File: config.mk
export PLATFORM = sky130hd
export DESIGN_NAME = ansi_sgr_color_attribute_parser
export DESIGN_NICKNAME = d
export VERILOG_FILES = /design/src/sv/sgr_pkg.sv /design/src/sv/ansi_sgr_color_attribute_parser.sv
export SDC_FILE = /design/constraint.sdc
export NUM_CORES = 1
export LEC_CHECK = 0
export BUFFER_PORTS_ARGS = -buffer_cell sky130_fd_sc_hd__buf_2
export CORE_MARGIN = 5
export CORE_UTILIZATION = 30
export CTS_CLUSTER_DIAMETER = 80
export CTS_CLUSTER_SIZE = 28
export DETAILED_ROUTE_END_ITERATION = 7
export PLACE_DENSITY = 0.52
export SYNTH_ARGS = -nofsm -noshare
export SYNTH_HDL_FRONTEND = slang
export SYNTH_SLANG_ARGS = --single-unit
File: constraint.sdc
create_clock -name i_clk -period 3.8 [get_ports i_clk]
set_input_delay 0.19 -clock i_clk [delete_from_list [all_inputs] [get_ports i_clk]]
set_output_delay 0.19 -clock i_clk [all_outputs]
set_load 0.005 [all_outputs]
File: src/sv/sgr_pkg.sv
package sgr_pkg;

    localparam int CHAR_W = 8;
    localparam int CELL_W = 16;
    localparam int ATTR_W = 8;
    localparam int MODE_W = 2;

    localparam logic [MODE_W-1:0] MODE_NORMAL = 2'd0;
    localparam logic [MODE_W-1:0] MODE_AFTER_ESC = 2'd1;
    localparam logic [MODE_W-1:0] MODE_PARAM = 2'd2;

    localparam logic [CHAR_W-1:0] CH_ESC = 8'h1B;
    localparam logic [CHAR_W-1:0] CH_LBRACKET = 8'h5B;
    localparam logic [CHAR_W-1:0] CH_SEMI = 8'h3B;
    localparam logic [CHAR_W-1:0] CH_M = 8'h6D;
    localparam logic [CHAR_W-1:0] CH_ZERO = 8'h30;
    localparam logic [CHAR_W-1:0] CH_NINE = 8'h39;

    localparam logic [ATTR_W-1:0] ATTR_BLINK = 8'h80;
    localparam logic [ATTR_W-1:0] ATTR_FG_MASK = 8'h07;
    localparam logic [ATTR_W-1:0] ATTR_BG_MASK = 8'h70;

    localparam logic [ATTR_W-1:0] PARAM_RESET = 8'd0;
    localparam logic [ATTR_W-1:0] PARAM_BLINK = 8'd5;
    localparam logic [ATTR_W-1:0] PARAM_FG_LO = 8'd30;
    localparam logic [ATTR_W-1:0] PARAM_FG_HI = 8'd37;
    localparam logic [ATTR_W-1:0] PARAM_BG_LO = 8'd40;
    localparam logic [ATTR_W-1:0] PARAM_BG_HI = 8'd47;
    localparam logic [ATTR_W-1:0] PARAM_MAX = 8'hFF;

    typedef logic [ATTR_W-1:0] t_attr;

    // vga-style color index to attribute byte, same color in both nibbles
    function automatic t_attr sgr_color(input logic [2:0] idx);
        t_attr c;
        unique case (idx)
            3'd0: c = 8'h00;
            3'd1: c = 8'h44;
            3'd2: c = 8'h22;
            3'd3: c = 8'h66;
            3'd4: c = 8'h11;
            3'd5: c = 8'h55;
            3'd6: c = 8'h33;
            3'd7: c = 8'h77;
            default: c = 8'h00;
        endcase
        return c;
    endfunction

endpackage

File: src/sv/ansi_sgr_color_attribute_parser.sv
// an input transfer reaches its text cell through the input register, then the result register
// throughput: one byte per cycle while the output is not stalled; mode and attribute registers update in a single step
// bytes that only steer the escape parser transfer in but produce no cell
// reset (i_rst_n low, synchronous) returns to normal mode with all attributes zero
// and drops any byte or cell held in the two registers
module ansi_sgr_color_attribute_parser
    import sgr_pkg::*;
(
    input  logic              i_clk,
    input  logic              i_rst_n,
    input  logic              i_in_valid,
    output logic              o_in_stall,
    input  logic [CHAR_W-1:0] i_char_in,
    output logic              o_out_valid,
    input  logic              i_out_stall,
    output logic [CELL_W-1:0] o_cell_word
);

    logic              r_in_valid;
    logic [CHAR_W-1:0] r_char;
    logic              r_out_valid;
    logic [CELL_W-1:0] r_cell;

    logic [MODE_W-1:0] r_mode, n_mode;
    t_attr             r_accum, n_accum;
    t_attr             r_pend, n_pend;
    t_attr             r_cur, n_cur;

    logic        w_out_free;
    logic        w_adv;
    logic        w_emit;
    logic        w_digit;
    logic [11:0] w_mul;
    t_attr       w_applied;
    t_attr       w_fg_off;
    t_attr       w_bg_off;

    assign w_out_free = !r_out_valid || !i_out_stall;
    assign w_adv      = r_in_valid && w_out_free;
    assign o_in_stall = r_in_valid && !w_out_free;

    assign w_digit  = (r_char >= CH_ZERO) && (r_char <= CH_NINE);
    // accum * 10 + digit as shifts and adds
    assign w_mul    = {1'b0, r_accum, 3'b000} + {3'b000, r_accum, 1'b0} + {8'd0, r_char[3:0]};
    assign w_fg_off = r_accum - PARAM_FG_LO;
    assign w_bg_off = r_accum - PARAM_BG_LO;

    always_comb begin
        priority if (r_accum == PARAM_RESET) begin
            w_applied = '0;
        end else if (r_accum == PARAM_BLINK) begin
            w_applied = r_pend | ATTR_BLINK;
        end else if (r_accum >= PARAM_FG_LO && r_accum <= PARAM_FG_HI) begin
            w_applied = r_pend | (sgr_color(w_fg_off[2:0]) & ATTR_FG_MASK);
        end else if (r_accum >= PARAM_BG_LO && r_accum <= PARAM_BG_HI) begin
            w_applied = r_pend | (sgr_color(w_bg_off[2:0]) & ATTR_BG_MASK);
        end else begin
            w_applied = r_pend;
        end
    end

    always_comb begin
        n_mode  = r_mode;
        n_accum = r_accum;
        n_pend  = r_pend;
        n_cur   = r_cur;
        w_emit  = 1'b0;
        unique case (r_mode)
            MODE_AFTER_ESC: begin
                if (r_char == CH_LBRACKET) begin
                    n_mode  = MODE_PARAM;
                    n_accum = '0;
                    n_pend  = '0;
                end else begin
                    n_mode = MODE_NORMAL;
                end
            end
            MODE_PARAM: begin
                priority if (w_digit) begin
                    n_accum = (|w_mul[11:8]) ? PARAM_MAX : w_mul[7:0];
                end else if (r_char == CH_SEMI) begin
                    n_pend  = w_applied;
                    n_accum = '0;
                end else if (r_char == CH_M) begin
                    n_cur   = w_applied;
                    n_pend  = '0;
                    n_accum = '0;
                    n_mode  = MODE_NORMAL;
                end else begin
                    n_mode = MODE_NORMAL;
                end
            end
            default: begin
                // normal mode, and the unused code behaves the same
                if (r_char == CH_ESC) begin
                    n_mode = MODE_AFTER_ESC;
                end else begin
                    n_mode = MODE_NORMAL;
                    w_emit = 1'b1;
                end
            end
        endcase
    end

    always_ff @(posedge i_clk) begin
        if (!i_rst_n) begin
            r_in_valid  <= 1'b0;
            r_out_valid <= 1'b0;
            r_mode      <= MODE_NORMAL;
            r_accum     <= '0;
            r_pend      <= '0;
            r_cur       <= '0;
        end else begin
            if (!o_in_stall) begin
                r_in_valid <= i_in_valid;
            end
            if (w_out_free) begin
                r_out_valid <= w_adv && w_emit;
            end
            if (w_adv) begin
                r_mode  <= n_mode;
                r_accum <= n_accum;
                r_pend  <= n_pend;
                r_cur   <= n_cur;
            end
        end
    end

    always_ff @(posedge i_clk) begin
        if (i_in_valid && !o_in_stall) begin
            r_char <= i_char_in;
        end
        if (w_adv && w_emit) begin
            r_cell <= {r_cur, r_char};
        end
    end

    assign o_out_valid = r_out_valid;
    assign o_cell_word = r_cell;

    // color bits never reach the unused intensity bit
    a_attr_bit3_clear: assert property (@(posedge i_clk) disable iff (!i_rst_n)
        r_cur[3] == 1'b0 && r_pend[3] == 1'b0)
        else $error("attribute bit 3 set");

    // current attribute changes only on a committing 'm'
    a_cur_commit_only: assert property (@(posedge i_clk) disable iff (!i_rst_n)
        !(w_adv && r_mode == MODE_PARAM && r_char == CH_M) |=> $stable(r_cur))
        else $error("current attribute changed without commit");

    // saturated accumulator stays saturated on further digits
    a_accum_saturate: assert property (@(posedge i_clk) disable iff (!i_rst_n)
        w_adv && r_mode == MODE_PARAM && w_digit && r_accum == PARAM_MAX
        |=> r_accum == PARAM_MAX)
        else $error("accumulator left saturation");

    // an emitted cell carries the attribute in force when its byte was processed
    a_cell_attr: assert property (@(posedge i_clk) disable iff (!i_rst_n)
        w_adv && w_emit |=> o_out_valid && o_cell_word[15:8] == $past(r_cur))
        else $error("cell attribute mismatch");

    // escape-control bytes never produce a cell
    a_no_cell_in_seq: assert property (@(posedge i_clk) disable iff (!i_rst_n)
        w_adv && (r_mode == MODE_PARAM || r_mode == MODE_AFTER_ESC) |-> !w_emit)
        else $error("cell emitted inside escape sequence");

endmodule
* Word-level counts from Yosys, hierarchy flattened *
Memory sizes are Yosys's and may differ from the RTL's.
Cells that the tools add are included.

storage, ports and cells
  output and inout port bits = 18
  ROM bits = 96
  bits of input ports = 12
  bits in registers = 52
  memories = 2
  word-level logic and storage cells = 83

cells by class
  mux-type cells = 27
  equality and inequality tests = 12
  reduce and logical (&&, ||, !) cells = 20
  order comparisons = 6
  bitwise gates (word level) = 4
  add/subtract/negate cells = 4

memory list
  name              words  width  rd ports  clocked after Yosys merged registers in  wr ports  line           RTL
  (name not given)  8      6      1         0                                        0         sgr_pkg.sv:36  unique case (idx)
  (name not given)  8      6      1         0                                        0         sgr_pkg.sv:36

operators by type and width
  cell                number
  $mux 8              11
  $pmux 8 s2          2
  $mux 7              4
  $le 8x6->1 const B  3
  $eq 8x7->1 const B  2
  $ge 8x6->1 const B  2
  $add 11x9->12       1
  $add 12x4->12       1
  $reduce_and 5->1    2
  $mux 3              3
  $eq 8x3->1 const B  1
  $eq 8x5->1 const B  1
  $eq 8x6->1 const B  1
  $ge 8x5->1 const B  1
  $logic_not 8->1     1
  $or 8x3->8          1
  $or 8x7->8          1
  $logic_and 1x1->1   7
  $mux 2              3
  $ne 2x2->1 const B  3
  $logic_not 1->1     4
  $ne 4x4->1 const B  1
  $pmux 2 s2          1
  $reduce_and 4->1    1
  other kinds (12)    15

* Depth between registers and ports, before layout *
Gate-level depths: netlist of the first run.

  word-level depth = 14
  gate-level depth with buffers = 10
  gate-level depth less buffers = 10

* Least setup slack after synthesis of the first run *
Ideal clock, no wire load.

  path type = reg2reg
  from = register r_char[3]
  to = register (tool-made name)
  path slack = 1.082 ns
  library setup time = 0.126 ns
  data arrival time = 2.592 ns
  data required time = 3.674 ns
  period minus slack after synthesis = 2.718 ns
  buffers on the path = 0
  cell stages (with the launch flop) = 10
  cell sequence = edfxtp_1 -> fa_1 -> inv_1 -> fa_1 -> nand2b_1 -> a21oi_1 -> o21ai_0 -> a22oi_2 -> a31oi_4 -> a221o_1

RTL lines
  what                    line                                    RTL
  from (decl)             ansi_sgr_color_attribute_parser.sv:20   logic [CHAR_W-1:0] r_char;
  from (signal assigned)  ansi_sgr_color_attribute_parser.sv:131  r_char <= i_char_in;

* Final worst setup path of the first run *
  from = register r_char[3]
  to = register r_accum[2]

between the ends
  cells in the longest elaborated chain, start to end = 5
  elaborated cells between the ends (all ways) = 15
  those cells by class = add/sub (1); order compare (2); eq/ne (5); mux (4); reduce/logical (3)

ends and longest elaborated chain
  what                  line                                    RTL
  $add 12x4->12         ansi_sgr_color_attribute_parser.sv:44   assign w_mul = {1'b0, r_accum, 3'b000} + {3'b000, r_accum, 1'b0} + {8'd0, r_char[3:0]};
  $reduce_or 4->1       ansi_sgr_color_attribute_parser.sv:80   n_accum = (|w_mul[11:8]) ? PARAM_MAX : w_mul[7:0];
  $mux 8                ansi_sgr_color_attribute_parser.sv:80
  $mux 8                ansi_sgr_color_attribute_parser.sv:79   priority if (w_digit) begin
  $pmux 8 s2            ansi_sgr_color_attribute_parser.sv:68   unique case (r_mode)
  to (signal assigned)  ansi_sgr_color_attribute_parser.sv:122  r_accum <= n_accum;
  to (decl)             ansi_sgr_color_attribute_parser.sv:25   t_attr r_accum, n_accum;

Several ways; a longest one is shown, not always the timed one.
A chain may end at the register's enable or synchronous reset.

==> impl_results.md, run 1 <==
* Die Span X at 105 um
* Largest family of logic cells by synthesized area: simple AND/OR/NAND/NOR gates
* Core area at 0.00881 sq mm
* Ant. Diodes at 0
* Via count of the routed design at 1933
* Combinational share of power at 3.9%
* Final min period at 2.95 ns
* Crit path DAT at 3.15 ns
* DR pass1 iterations at 4
* Worst-path clk slew at 0.09 ns
* Mean post-synth cell area at 11.1 sq um
* Int Power at 0.000862 W
* CTS Buf Count at 5
* CP peak stage delay at 0.60 ns
* IO Port Bufs at 29
* Post-CTS sizing at 0
* XOR/XNOR Fraction of Synth Area at 1.28%
* CP cell instances: fa_1 > inv_1 > fa_1 > nand2b_1 > a21oi_1 > o21ai_0 > a22oi_2 > a31oi_4 > a221o_1
* Hold path depth at 1
* Layout cell share with drive strength beyond 1 at 17.9%
* Status: finished clean
* Total global-route track usage at 9.99%
* Share of Yosys cell area claimed by the top area cell type at 26.4%
* Post-synth top cells: dfxtp_1 (31), edfxtp_1 (24), ha_1 (18), nor2b_1 (18), a21oi_1 (17)
* Wirelength per Cell at 13.9 um
* Pwr/cell area at 347 mW/mm^2
* Max Clock Freq at 339 MHz
* ANT nets after route at 0
* Most Frequent Cell on Critical Path: fa_1
* Crit path buf inv count at 1
* Final Hold Vio Count at 0
* Ys Warns at 0
* Simple-gate area share of the yosys netlist at 19.0%
* Max Slew Vio Count at 0
* Clock power frac at 36.8%
* R2r setup slk at 0.85 ns
* Placer Congestion at 0.746
* Synthesized net count at 279
* Flop pwr share at 59.4%
* Max cap viols at 0
* Post-Synthesis Cells at 247
* Worst Path Required at 3.99 ns
* Row count at 34
* Count leader, synth: dfxtp_1
* #FFs+latches synth at 55
* Post-synthesis adder-cell area fraction at 9.70%
* Post-CTS Repair Setup Buffers at 0
* Die area at 0.0111 sq mm
* Relative slew slack at 48.5%
* Global route overflow at 0
* Sequential fraction of the synthesis area at 49.1%
* Setup crit end kind: flip-flop
* Top Family by Delay on Critical Path: compound AO/OA/AOI/OAI gates
* Post-synthesis mux area share at 0%
* Sum Neg Setup Slack at 0 ns
* EDFF count, synth at 24
* Cells on worst reg2reg path at 9
* Post-route clock period utilization at 77.7%
* Cell taking the most area after synthesis: edfxtp_1
* Initial Utilization at 31.0%
* LEAKAGE at 1.20 nW
* Drt drc at 0
* Top FF cell, synth: dfxtp_1
* Layout fillers at 865
* Share of flip-flops with an asynchronous set or reset at 0%
* CTS max path bufs at 2
* Clk Latency, worst-skew pair at 0.31 ns
* Clock Skew at 0.00816 ns
* Nets at 310
* # IOs at 30
* CTS tree: built
* Violation count after the first detailed-route iteration at 71
* Crit Path Category: flip-flop to flip-flop
* CTS Root Cell: clkbuf_8
* Critical Path Fanout Max at 8
* Switching Share at 20.2%
* Mapped cell area at 0.00273 sq mm
* Area growth, synth to finish at 14.0%
* Psw at 0.000218 W
* Vias in the first global route at 1954
* Vias per cell at 4.99
* RSZ-0062 raised after global routing: false
* WL final at 5370 um
* Initial antenna violation count at 0
* Critical path's slowest cell: fa_1
* DP Wirelength at 3920 um
* Hold-fix buffers at CTS at 0
* Setup-failing EPs final at 0
* Synth Area in Compound Gates at 18.8%
* Largest net degree at the start of global routing at 24
* # clock sinks at 55
* Maximum VDD drop at 0.000161 V
* Cell Area, Placed at 0.00299 sq mm
* Cell variety after synth at 57
* Ranking of synthesized cells by area: edfxtp_1 (26%), dfxtp_1 (23%), ha_1 (8.2%)
* Post-route cell area at 0.00312 sq mm
* Crit. path cell count at 9
* HP Class: input pin to flip-flop
* Clock H-tree levels at 2
* Die H at 105 um
* Least-Margin Pin Slew at 0.773 ns
* First-pass GRT wire length at 9180 um
* Startpoint type of the worst setup path: flip-flop
worst paths after layout:
| path | start | to |
|---|---|---|
| worst max-delay path | r_char[3] | r_accum[2] |
| worst max register to register | r_char[3] | r_accum[2] |
| worst min-delay path | i_char_in[6] | r_char[6] |
| worst min register to register | r_cur[2] | o_cell_word[10] |
routing by layer:
metal	GRT usage, %	wire length [um]	up-vias
met1	13.2	2740	898
met5	0	0	-
met3	2.63	269	7
met2	16.1	2310	39
met4	2.81	57	0
li1	-	-	989
layout by cell type, fill, tap and decap left out, types with 2 or more instances in the layout:
cell	instances
a21boi_1	2
a21o_1	3
a21oi_1	17
a221o_1	8
a22oi_1	9
a31oi_1	2
and3_1	4
and3_2	2
and4b_1	2
buf_2	29
clkbuf_16	2
clkbuf_8	5
dfxtp_1	31
edfxtp_1	24
fa_1	2
ha_1	18
inv_1	10
nand2_1	10
nand2b_1	4
nand3_1	7
nor2_1	15
nor2b_1	18
nor3_1	5
nor3b_1	2
o211a_1	2
o211ai_1	3
o21a_1	2
o21ai_0	8
o21ai_1	2
xnor2_1	3
state kept, by name (all words and copies together), names as in the netlist, named ones only:
| name | count |
|---|---|
| r_char | 8 |
| r_pend | 8 |
| r_mode | 2 |
| r_accum | 8 |
| r_in_valid | 1 |
| o_out_valid | 1 |
| o_cell_word | 16 |
| r_cur | 8 |
worst reg2reg max path: stages, from the launching register on:
cell      delay (ns)
edfxtp_1        0.48
fa_1            0.60
inv_1           0.06
fa_1            0.45
nand2b_1        0.18
a21oi_1         0.24
o21ai_0         0.16
a22oi_2         0.22
a31oi_4         0.16
a221o_1         0.30
stage by stage:
step                total power [W]  instances  utilization (%)  setup WS [ns]  hold slack (ns)
detailed placement         0.000698        379             34.0          0.868            0.368
floorplan                  0.000676        247                -           1.08            0.289
CTS                         0.00110        387             35.4          0.844           0.0401
global placement           0.000699        379             34.0          0.950            0.367
finish                      0.00108        387             35.4          0.846           0.0529
global route                0.00112        387             35.4          0.687           0.0439
final cells by class:
cell class	count	area, sq um	area share, %
clock buffers	8	123	3.94
inverters	10	37.5	1.20
multi-input cells	177	1330	42.8
flip-flops and latches	55	1340	43.1
well taps	108	135	4.34
repair buffers	29	145	4.66
power groups by stage:
| stage | Clock (W) | Sequential (W) | Combinational [W] |
|---|---|---|---|
| final | 0.000397 | 0.000641 | 0.0000418 |
| after global routing | 0.000431 | 0.000644 | 0.0000479 |
| after CTS | 0.000414 | 0.000642 | 0.0000434 |
| after detailed placement | 0 | 0.000655 | 0.0000431 |
| after global placement | 0 | 0.000655 | 0.0000431 |
| after floorplan | 0 | 0.000654 | 0.0000217 |
cell families after synthesis:
family,after synthesis
flops,55
buf+inv,15
simple gates,84
xor+xnor,4
fa+ha+maj,20
compound gates,69
No activity file was read; power rests on OpenSTA's default activity.
==> run 2, diff against run 1 <==
Clock period 3.8 ns to 3.05 ns, I/O delays scaled along.
==> impl_results.md, run 2 (same netlist as run 1, synthesis figures left out) <==
* # clock sinks at 55
* Relative slew slack at 52.5%
* CTS tree: built
* IO Port Bufs at 29
* LEAKAGE at 1.22 nW
* Sequential cell area at 0.00134 sq mm
* Crit path DAT at 3.02 ns
* HP Class: input pin to flip-flop
* Maximum VDD drop at 0.000292 V
* Drt drc at 0
* Clk Latency, worst-skew pair at 0.30 ns
* Top Family by Delay on Critical Path: adder cells
* Die Span X at 105 um
* Hold path depth at 1
* Worst hold start: i_char_in[5]
* Wirelength per Cell at 13.5 um
* Most frequent cells in the layout: dfxtp_1 (31), buf_2 (29), edfxtp_1 (24)
* Combinational share of power at 4.4%
* CP peak stage delay at 0.59 ns
* Crit path buf inv count at 1
* Max Slew Vio Count at 0
* First-pass GRT wire length at 9170 um
* Vias in the first global route at 1911
* Via count of the routed design at 1964
* WL final at 5290 um
* Setup crit end kind: flip-flop
* Core area at 0.00881 sq mm
* Placer Congestion at 0.774
* Vias per cell at 5.00
* DR pass1 iterations at 4
* Die H at 105 um
* Pwr/cell area at 401 mW/mm^2
* Least-Margin Pin Slew at 0.709 ns
* Ant. Diodes at 0
* Area growth, synth to finish at 14.5%
* Switching Share at 21.9%
* Worst-path clk slew at 0.09 ns
* PnR worst setup slack at 0.215 ns
* Multi-input logic area at 0.00134 sq mm
* Startpoint type of the worst setup path: flip-flop
* DP Wirelength at 4020 um
* Max Clock Freq at 353 MHz
* Worst R2R End: r_accum[0]
* Max cap viols at 0
* Row count at 34
* Max FFs per register at 16
* RSZ-0062 raised after global routing: false
* Crit Path Category: flip-flop to flip-flop
* Initial antenna violation count at 0
* Hold-fix buffers at CTS at 0
* Most Frequent Cell on Critical Path: fa_1
* DP Worst Slack at 0.0851 ns
* Layout fillers at 889
* CTS Root Cell: clkbuf_8
* Cells on worst reg2reg path at 9
* Layout cell share with drive strength beyond 1 at 20.0%
* Status: finished clean
* Worst Path Required at 3.23 ns
* Final min period at 2.84 ns
* Psw at 0.000274 W
* R2r setup slk at 0.21 ns
* CTS max path bufs at 2
* Hold worst-path end: r_char[5]
* Most common cell after layout, fill and taps aside: dfxtp_1
* CP cell instances: fa_1 > inv_1 > fa_1 > nand2b_1 > a21oi_2 > o21ai_0 > a22oi_2 > a31oi_4 > a221o_1
* Global route overflow at 0
* Critical Path Fanout Max at 8
* Clock H-tree levels at 2
* CTS Buf Count at 5
* Nets at 316
* Setup-failing EPs final at 0
* Clock Skew at 0.0104 ns
* Post-route clock period utilization at 93.0%
* Die area at 0.0111 sq mm
* ANT nets after route at 0
* Total global-route track usage at 9.83%
* Int Power at 0.000980 W
* Sum Neg Setup Slack at 0 ns
* Violation count after the first detailed-route iteration at 96
* Flop pwr share at 63.7%
* Critical path's slowest cell: fa_1
* Reg2Reg Launch Point: r_char[3]
* Initial Utilization at 31.0%
* Largest net degree at the start of global routing at 24
* # IOs at 30
* Final Hold Vio Count at 0
* Clock power frac at 31.9%
[run 2: cell types whose count changed in the layout (fill, tap and decap cells not counted)]
| cell | previous run | this run |
|---|---|---|
| clkbuf_16 | 2 | 0 |
| a21oi_1 | 17 | 16 |
| buf_4 | 0 | 6 |
| a21oi_2 | 0 | 1 |
| inv_4 | 0 | 1 |
| inv_6 | 0 | 1 |
[run 2: metal layers]
metal	vias up	global-route usage (%)	share of wire, %
met5	-	0	0
met2	35	15.2	44
met3	2	2.57	4.5
met1	922	14.0	51
li1	1005	-	-
met4	0	1.69	0.32
[run 2: timing repair]
| action | CTS | global route |
|---|---|---|
| setup buffers | 0 | 2 |
| gates resized for setup | 0 | 1 |
| endpoints found under the setup margin | 0 | 11 |
[run 2: final cells by class]
cell class              instances  area share [%]
flip-flops and latches         55            42.9
clock inverters                 2           0.480
inverters                      10            1.20
repair buffers                 35            6.08
well taps                     108            4.32
clock buffers                   6            2.32
multi-input cells             177            42.7
[run 2: worst max-delay path by stage]
| stage | from | endpoint | depth (start not counted) |
|---|---|---|---|
| 2_1_floorplan | r_char[3] | flip-flop | 9 |
| 3_3_place_gp | r_char[3] | flip-flop | 9 |
| 3_5_place_dp | r_char[3] | flip-flop | 9 |
| 4_1_cts | r_char[3] | r_accum[0] | 9 |
| 5_1_grt | r_char[3] | r_accum[0] | 9 |
| 6_report | r_char[3] | r_accum[0] | 9 |
[run 2: power groups by stage]
stage | Combinational (W) | Sequential, W | Clock (W)
after floorplan | 0.0000270 | 0.000815 | 0
after global placement | 0.0000555 | 0.000817 | 0
after detailed placement | 0.0000553 | 0.000816 | 0
after CTS | 0.0000554 | 0.000800 | 0.000421
after global routing | 0.0000623 | 0.000802 | 0.000452
final | 0.0000553 | 0.000799 | 0.000400
[run 2: metrics by stage]
step | util (%) | instances | area (sq um) | power (W) | hold slack (ns)
5_1_grt | 35.5 | 393 | 3130 | 0.00132 | 0.00138
6_report | 35.5 | 393 | 3130 | 0.00125 | 0.0263
3_5_place_dp | 34.3 | 383 | 3020 | 0.000871 | 0.331
3_3_place_gp | 34.3 | 383 | 3020 | 0.000872 | 0.331
4_1_cts | 35.3 | 391 | 3110 | 0.00128 | 0.0122
2_1_floorplan | - | 247 | 2730 | 0.000842 | 0.251
